===== src/design/csk_pkg.sv =====
// Shared types and constants for the color switch block.
`timescale 1ns / 1ps

package csk_pkg;

  localparam int NumEntriesDef = 8;

  localparam int RgbW     = 24;
  localparam int AlphaW   = 8;
  localparam int IdxW     = 3;
  localparam int ModeW    = 2;
  localparam int CountW   = 4;
  localparam int CfgIdxW  = 2;
  localparam int CfgDataW = 4;

  localparam logic [ModeW-1:0] MODE_REPLACE = 2'd0;
  localparam logic [ModeW-1:0] MODE_KEY     = 2'd1;
  localparam logic [ModeW-1:0] MODE_EXTRACT = 2'd2;
  localparam logic [ModeW-1:0] MODE_PASS    = 2'd3;

  localparam logic [CfgIdxW-1:0] CFG_ENABLE_ALL   = 2'd0;
  localparam logic [CfgIdxW-1:0] CFG_SWITCH_MODE  = 2'd1;
  localparam logic [CfgIdxW-1:0] CFG_ACTIVE_COUNT = 2'd2;

  localparam logic REQ_PIXEL = 1'b0;
  localparam logic REQ_WRITE = 1'b1;

  // One table entry update as it is passed to the match table.
  typedef struct packed {
    logic            en;
    logic [IdxW-1:0] idx;
    logic            ena;
    logic [RgbW-1:0] rgb;
  } tbl_wr_t;

endpackage


===== src/design/color_switch_key_replace.sv =====
// Top level of the color switch: key, replace or extract pixels by a color table.
//
//   channel   direction   handshake                      payload
//   input     in          in_valid_i / in_stall_o        req_type_i .. frame_last_i
//   output    out         out_valid_o / out_stall_i      out_rgb_o .. frame_last_out_o
//   config    in          cfg_we_i                       cfg_idx_i, cfg_data_i
//
// Four register stages: input, table compare, first-hit pick, color select and output.
// One item enters per cycle unless the output stalls.
// Table writes are applied in pipeline order, so a pixel sees exactly the writes before it.
// Reset disables all table entries and clears the configuration registers.
// The whole pipeline holds while a result waits at a stalled output.
`timescale 1ns / 1ps

module color_switch_key_replace import csk_pkg::*; #(
  parameter int NUM_ENTRIES = NumEntriesDef
) (
  input  logic                clk_i,
  input  logic                rst_ni,
  input  logic                in_valid_i,
  output logic                in_stall_o,
  input  logic                req_type_i,
  input  logic [IdxW-1:0]     entry_index_i,
  input  logic                entry_enable_i,
  input  logic [RgbW-1:0]     color_rgb_i,
  input  logic [AlphaW-1:0]   pixel_alpha_i,
  input  logic [RgbW-1:0]     replacement_rgb_i,
  input  logic                frame_last_i,
  output logic                out_valid_o,
  input  logic                out_stall_i,
  output logic [RgbW-1:0]     out_rgb_o,
  output logic [AlphaW-1:0]   out_alpha_o,
  output logic                hit_o,
  output logic [IdxW-1:0]     hit_index_o,
  output logic                frame_last_out_o,
  input  logic                cfg_we_i,
  input  logic [CfgIdxW-1:0]  cfg_idx_i,
  input  logic [CfgDataW-1:0] cfg_data_i
);

  localparam int SelW = (NUM_ENTRIES > 1) ? $clog2(NUM_ENTRIES) : 1;

  logic              enable_all_q;
  logic [ModeW-1:0]  switch_mode_q;
  logic [CountW-1:0] active_count_q;

  logic advance;

  // Stage 1: input register.
  logic              s1_vld_q, s1_req_q, s1_ena_q, s1_last_q;
  logic [IdxW-1:0]   s1_idx_q;
  logic [RgbW-1:0]   s1_rgb_q, s1_repl_q;
  logic [AlphaW-1:0] s1_alpha_q;

  // Stage 2: match vector.
  logic              s2_vld_q, s2_wr_q, s2_last_q;
  logic [IdxW-1:0]   s2_idx_q;
  logic [RgbW-1:0]   s2_rgb_q, s2_repl_q;
  logic [AlphaW-1:0] s2_alpha_q;
  logic [NUM_ENTRIES-1:0] s2_match;

  // Stage 3: first hit.
  logic              s3_vld_q, s3_wr_q, s3_last_q, s3_hit_q;
  logic [IdxW-1:0]   s3_idx_q, s3_hidx_q;
  logic [RgbW-1:0]   s3_rgb_q, s3_repl_q;
  logic [AlphaW-1:0] s3_alpha_q;
  logic [NUM_ENTRIES-1:0] s3_onehot_q;

  logic [NUM_ENTRIES-1:0] first_d;
  logic [IdxW-1:0]        hidx_d;
  logic [NUM_ENTRIES-1:0] act_mask;
  tbl_wr_t                match_wr;

  logic [RgbW-1:0] new_color_q [NUM_ENTRIES];
  logic [RgbW-1:0] sel_color;
  logic            nc_wr_ok;
  logic [SelW-1:0] nc_sel;

  logic              out_vld_q, out_hit_q, out_last_q;
  logic [RgbW-1:0]   out_rgb_q, out_rgb_d;
  logic [AlphaW-1:0] out_alpha_q, out_alpha_d;
  logic [IdxW-1:0]   out_hidx_q;

  assign advance    = !(out_vld_q && out_stall_i);
  assign in_stall_o = !advance;

  always_ff @(posedge clk_i or negedge rst_ni) begin
    if (!rst_ni) begin
      enable_all_q   <= 1'b0;
      switch_mode_q  <= MODE_REPLACE;
      active_count_q <= '0;
    end else if (cfg_we_i) begin
      case (cfg_idx_i)
        CFG_ENABLE_ALL:   enable_all_q   <= cfg_data_i[0];
        CFG_SWITCH_MODE:  switch_mode_q  <= cfg_data_i[ModeW-1:0];
        CFG_ACTIVE_COUNT: active_count_q <= cfg_data_i[CountW-1:0];
        default: ;
      endcase
    end
  end

  // Valid bits.
  always_ff @(posedge clk_i or negedge rst_ni) begin
    if (!rst_ni) begin
      s1_vld_q  <= 1'b0;
      s2_vld_q  <= 1'b0;
      s3_vld_q  <= 1'b0;
      out_vld_q <= 1'b0;
    end else if (advance) begin
      s1_vld_q  <= in_valid_i;
      s2_vld_q  <= s1_vld_q;
      s3_vld_q  <= s2_vld_q;
      out_vld_q <= s3_vld_q && !s3_wr_q;
    end
  end

  always_ff @(posedge clk_i) begin
    if (advance) begin
      if (in_valid_i) begin
        s1_req_q   <= req_type_i;
        s1_idx_q   <= entry_index_i;
        s1_ena_q   <= entry_enable_i;
        s1_rgb_q   <= color_rgb_i;
        s1_alpha_q <= pixel_alpha_i;
        s1_repl_q  <= replacement_rgb_i;
        s1_last_q  <= frame_last_i;
      end
      s2_wr_q     <= s1_req_q == REQ_WRITE;
      s2_idx_q    <= s1_idx_q;
      s2_repl_q   <= s1_repl_q;
      s2_rgb_q    <= s1_rgb_q;
      s2_alpha_q  <= s1_alpha_q;
      s2_last_q   <= s1_last_q;
      s3_wr_q     <= s2_wr_q;
      s3_idx_q    <= s2_idx_q;
      s3_repl_q   <= s2_repl_q;
      s3_rgb_q    <= s2_rgb_q;
      s3_alpha_q  <= s2_alpha_q;
      s3_last_q   <= s2_last_q;
      s3_hit_q    <= |s2_match;
      s3_onehot_q <= first_d;
      s3_hidx_q   <= hidx_d;
      out_rgb_q   <= out_rgb_d;
      out_alpha_q <= out_alpha_d;
      out_hit_q   <= s3_hit_q;
      out_hidx_q  <= s3_hidx_q;
      out_last_q  <= s3_last_q;
    end
  end

  // Entries at or beyond the active count take no part; with the master enable off none do.
  always_comb begin
    for (int i = 0; i < NUM_ENTRIES; i++) begin
      act_mask[i] = enable_all_q && (i < int'(active_count_q));
    end
  end

  always_comb begin
    match_wr.en  = s1_vld_q && (s1_req_q == REQ_WRITE);
    match_wr.idx = s1_idx_q;
    match_wr.ena = s1_ena_q;
    match_wr.rgb = s1_rgb_q;
  end

  csk_match #(
    .NUM_ENTRIES(NUM_ENTRIES)
  ) u_match (
    .clk_i      (clk_i),
    .rst_ni     (rst_ni),
    .en_i       (advance),
    .wr_i       (match_wr),
    .pix_rgb_i  (s1_rgb_q),
    .act_mask_i (act_mask),
    .match_o    (s2_match)
  );

  // Isolate the lowest set bit, then encode it.
  assign first_d = s2_match & (~s2_match + NUM_ENTRIES'(1));

  always_comb begin
    hidx_d = '0;
    for (int i = 0; i < NUM_ENTRIES; i++) begin
      if (first_d[i]) begin
        hidx_d = hidx_d | IdxW'(i);
      end
    end
  end

  // Replacement colors are written at this stage so that pixels read them in order.
  assign nc_wr_ok = advance && s3_vld_q && s3_wr_q && (int'(s3_idx_q) < NUM_ENTRIES);
  assign nc_sel   = SelW'(s3_idx_q);

  always_ff @(posedge clk_i) begin
    if (nc_wr_ok) begin
      new_color_q[nc_sel] <= s3_repl_q;
    end
  end

  always_comb begin
    sel_color = '0;
    for (int i = 0; i < NUM_ENTRIES; i++) begin
      sel_color = sel_color | (new_color_q[i] & {RgbW{s3_onehot_q[i]}});
    end
  end

  always_comb begin
    out_rgb_d   = s3_rgb_q;
    out_alpha_d = s3_alpha_q;
    if (enable_all_q) begin
      case (switch_mode_q)
        MODE_REPLACE: begin
          if (s3_hit_q) out_rgb_d = sel_color;
        end
        MODE_KEY: begin
          if (s3_hit_q) out_alpha_d = '0;
        end
        MODE_EXTRACT: begin
          if (!s3_hit_q) out_alpha_d = '0;
        end
        MODE_PASS: ;
        default: ;
      endcase
    end
  end

  assign out_valid_o      = out_vld_q;
  assign out_rgb_o        = out_rgb_q;
  assign out_alpha_o      = out_alpha_q;
  assign hit_o            = out_hit_q;
  assign hit_index_o      = out_hidx_q;
  assign frame_last_out_o = out_last_q;

endmodule


===== src/design/csk_match.sv =====
// Match table (enable bits and match colors) with the parallel compare stage.
`timescale 1ns / 1ps

module csk_match import csk_pkg::*; #(
  parameter int NUM_ENTRIES = NumEntriesDef
) (
  input  logic                   clk_i,
  input  logic                   rst_ni,
  input  logic                   en_i,
  input  tbl_wr_t                wr_i,
  input  logic [RgbW-1:0]        pix_rgb_i,
  input  logic [NUM_ENTRIES-1:0] act_mask_i,
  output logic [NUM_ENTRIES-1:0] match_o
);

  localparam int SelW = (NUM_ENTRIES > 1) ? $clog2(NUM_ENTRIES) : 1;

  logic [NUM_ENTRIES-1:0] valid_q;
  logic [RgbW-1:0]        match_rgb_q [NUM_ENTRIES];
  logic [NUM_ENTRIES-1:0] match_d, match_q;
  logic                   wr_ok;
  logic [SelW-1:0]        wsel;

  assign wr_ok = en_i && wr_i.en && (int'(wr_i.idx) < NUM_ENTRIES);
  assign wsel  = SelW'(wr_i.idx);

  always_ff @(posedge clk_i or negedge rst_ni) begin
    if (!rst_ni) begin
      valid_q <= '0;
    end else if (wr_ok) begin
      valid_q[wsel] <= wr_i.ena;
    end
  end

  always_ff @(posedge clk_i) begin
    if (wr_ok) begin
      match_rgb_q[wsel] <= wr_i.rgb;
    end
  end

  always_comb begin
    for (int i = 0; i < NUM_ENTRIES; i++) begin
      match_d[i] = act_mask_i[i] && valid_q[i] && (match_rgb_q[i] == pix_rgb_i);
    end
  end

  always_ff @(posedge clk_i or negedge rst_ni) begin
    if (!rst_ni) begin
      match_q <= '0;
    end else if (en_i) begin
      match_q <= match_d;
    end
  end

  assign match_o = match_q;

endmodule

===== config.mk =====
export PLATFORM = sky130hd
export DESIGN_NAME = color_switch_key_replace
export DESIGN_NICKNAME = d
export VERILOG_FILES = /design/src/design/csk_pkg.sv /design/src/design/color_switch_key_replace.sv /design/src/design/csk_match.sv
export SDC_FILE = /design/constraint.sdc
export NUM_CORES = 1
export LEC_CHECK = 0
export BUFFER_PORTS_ARGS = -buffer_cell sky130_fd_sc_hd__buf_2
export CAP_MARGIN = 20
export CORE_MARGIN = 2
export CORE_UTILIZATION = 40
export DETAILED_ROUTE_END_ITERATION = 10
export GPL_ROUTABILITY_DRIVEN = 0
export SLEW_MARGIN = 20
export SYNTH_ARGS = -nofsm -noshare
export SYNTH_HDL_FRONTEND = slang
export SYNTH_SLANG_ARGS = --single-unit

===== constraint.sdc =====
create_clock -name clk_i -period 8.6 [get_ports clk_i]
set_input_delay 0.86 -clock clk_i [delete_from_list [all_inputs] [get_ports clk_i]]
set_output_delay 0.86 -clock clk_i [all_outputs]
set_load 0.02 [all_outputs]

==> out/metrics.csv <==
metric,value,unit
asyncSetResetFlopFracSynth,4.19,%
worst_case_vdd_ir_drop,0.000148,V
syn_avg_cell_area,19.3,sq um
drt_wl_total,49.7,mm
comb_power_share,11.3,%
timing.reg2reg.worst_path_depth,5,
placeableCoreArea,57700,sq um
worst-r2r-setup-slack,5.68,ns
die_width,246,um
drc,0,
layout.cells.non_filler,2208,
worstPathRequired,7.74,ns
holdBufCountCts,0,
netlist.area_leader.share,79.4,%
yosys_register_bits,644,
rsz0062_at_grt,false,
yosys-top-cells-area,"sky130_fd_sc_hd__edfxtp_1 79%, sky130_fd_sc_hd__xor2_1 5.4%, sky130_fd_sc_hd__dfrtp_1 2.9%",
cts_made_buffers,69,
tritoncts,built,
p_per_cell_area,295,nW/um^2
hold_path.class,in2async,
layout.filler_cells,4831,
drt.antenna.violating_nets,0,
postCtsResizedCells,0,
num_rows,88,
multi_input_area,4040,sq um
post-place-cells,2084,
synth-main-ff-cell,sky130_fd_sc_hd__edfxtp_1,
endpoint_kind,primary output,
worstReg2RegStart,out_valid_o,
detail_route.vias_per_cell,5.14,
post_route_cells_drive_above_1_share,20.0,%
worst_slew_margin_rel,24.8,%
drt-initial-drc-count,940,
syn_to_final_growth,16.9,%
ctsLongestPathBuffers,3,
maxClockFrequency,275,MHz
first_global_vias,11646,
synth_most_common_cell,sky130_fd_sc_hd__edfxtp_1,
hold_viol,0,
clockPowerShare,35.5,%
timing.final.crit_share,42.3,%
status,"finished, final reports clean",
tightestPinTransition,1.13,ns
dieArea,60300,sq um
p_int,5.99,mW
num_antenna_cells,0,
count_of_cell_types_in_the_netlist,45,
total_of_warnings_raised_by_yosys,0,
fin_skew,0.0178,ns
power.static_leakage,9.35,nW
initial_util,40.5,%
grt_max_degree,73,
grt_pass1_wl,73.3,mm
worst_skew_pair.late_latency,0.61,ns
drv_cap,0,
drt-wirelength-per-cell,22.5,um
detailed_place_hpwl,28.4,mm
postSynthCellCount,1211,
mappedNetlistArea,23300,sq um
synth_largest_area_cell,sky130_fd_sc_hd__edfxtp_1,
initial_antenna_violation_count,1,
top_level_ports,112,
critPathKind,reg2out,
report.final.slew_viol_count,0,
synth-seq-area-share,82.3,%
postCtsSetupBuffers,0,
setup-tns-final,0,ns
switching_share,25.6,%
worstPathMaxFanout,72,
postSynthNetCount,1287,
nets,1466,
min_period,3.64,ns
synth-edff-count,617,
clkSlewWorstSetupHoldPaths,0.06,ns
place.port_buffers,111,
die_h,246,um
num_vias,11360,
sequential_cell_area,19200,sq um
globalRouteOverflowTotal,0,
seqPwrFrac,53.2,%
htree_levels,3,
r2r_end,new_color_q[3][16],
power.net_switching,2.06,mW
gr-usage-all-layers,16.6,%
setup-violations-final,0,
drtPass1Iterations,5,
synth_top_cells_by_count,"617 x sky130_fd_sc_hd__edfxtp_1, 144 x sky130_fd_sc_hd__xor2_1, 48 x sky130_fd_sc_hd__a22oi_1, 48 x sky130_fd_sc_hd__xnor2_1, 39 x sky130_fd_sc_hd__clkbuf_1",
critPathLaunchType,flip-flop,
root_buffer,sky130_fd_sc_hd__clkbuf_16,
timing.critical_path.arrival,2.78,ns
cts.sink_count,644,
## power groups by stage
stage          combinational, mW  clock [mW]  sequential, mW
2_1_floorplan              0.447           0            4.38
3_3_place_gp               0.911           0            4.34
3_5_place_dp               0.928           0            4.35
4_1_cts                    0.932        2.93            4.29
5_1_grt                    0.992        3.05            4.32
6_report                   0.912        2.86            4.28
## flip-flops by register name, indices dropped and copies added (netlist names), 24 cells and up
name                 cells
new_color_q            192
u_match.match_rgb_q    192
out_rgb_o               24
s1_repl_q               24
s1_rgb_q                24
s2_repl_q               24
s2_rgb_q                24
s3_repl_q               24
s3_rgb_q                24
## worst max-delay path, stage by stage, from the launching register on
cell                       delay, ns
sky130_fd_sc_hd__dfrtp_1        0.43
sky130_fd_sc_hd__nand2_4        0.10
sky130_fd_sc_hd__buf_4          0.65
sky130_fd_sc_hd__clkinv_1       0.63
sky130_fd_sc_hd__buf_2          0.35
## placed cells by master (no fill, tap or decap), drive strengths merged, types with 3 or more instances in the layout
cell type    n
a221oi      24
nand3        7
edfxtp     617
nor3b        3
buf        155
mux2        15
clkbuf      88
a22oi       48
dfrtp       27
o21ai        4
a21o        25
or4          3
o31ai        4
clkinv      24
a22o        26
nor4        35
xor2       144
xnor2       48
nand4       18
a31oi       24
nand2b       5
nor3         9
nor2b       10
nand2       19
nor2        19
ha           3
inv         11
bufinv       5
## per-stage QoR
step                      total power, mW  cell area [sq um]  hold slack (ns)  utilization [%]  setup WS, ns
after floorplan                      4.83              23300            0.400                -          2.71
after global placement               5.25              25100            0.401             43.5          4.96
after detailed placement             5.28              25100            0.405             43.5          4.98
after CTS                            8.15              27300            0.323             47.3          4.91
after global routing                 8.36              27300            0.342             47.3          4.75
final                                8.05              27300            0.325             47.3          4.96
## layer usage
metal  share of wire [%]  wire (um)  global-route usage (%)
met5                   0          0                       0
met3                 5.2       2570                    3.19
met2                  49      24200                    27.2
met4                 2.1       1070                    5.08
met1                  44      21800                    22.5
## layout make-up
class                      count  share of cell area [%]
clock buffer                  88                    6.63
inverter                       6                  0.0825
tap                          765                    3.51
multi-input combinational    514                    14.8
timing repair buffer         155                    3.26
sequential                   644                    70.4
clock inverter                36                    1.37
## kinds of logic after synthesis
kind of cell / count (synthesis) / share of synthesized area, %
AO/OA/AOI/OAI: 163 / 5.37
XOR/XNOR: 192 / 7.20
adder cells (fa/ha/maj): 3 / 0.161
buffers and inverters: 53 / 0.884
flip-flops: 644 / 82.3
multiplexers: 16 / 0.766
AND/OR/NAND/NOR: 140 / 3.36
## worst max path at each step
stage,slack (ns),from,cells after the start,endpoint
after floorplan,2.71,out_stall_i,4,new_color_q[1][0]
after global placement,4.96,out_stall_i,5,in_stall_o
after detailed placement,4.98,out_stall_i,5,in_stall_o
after CTS,4.91,out_valid_o,4,in_stall_o
after global routing,4.75,out_valid_o,4,in_stall_o
final,4.96,out_valid_o,4,in_stall_o
Power figures use the tool's default switching activity.
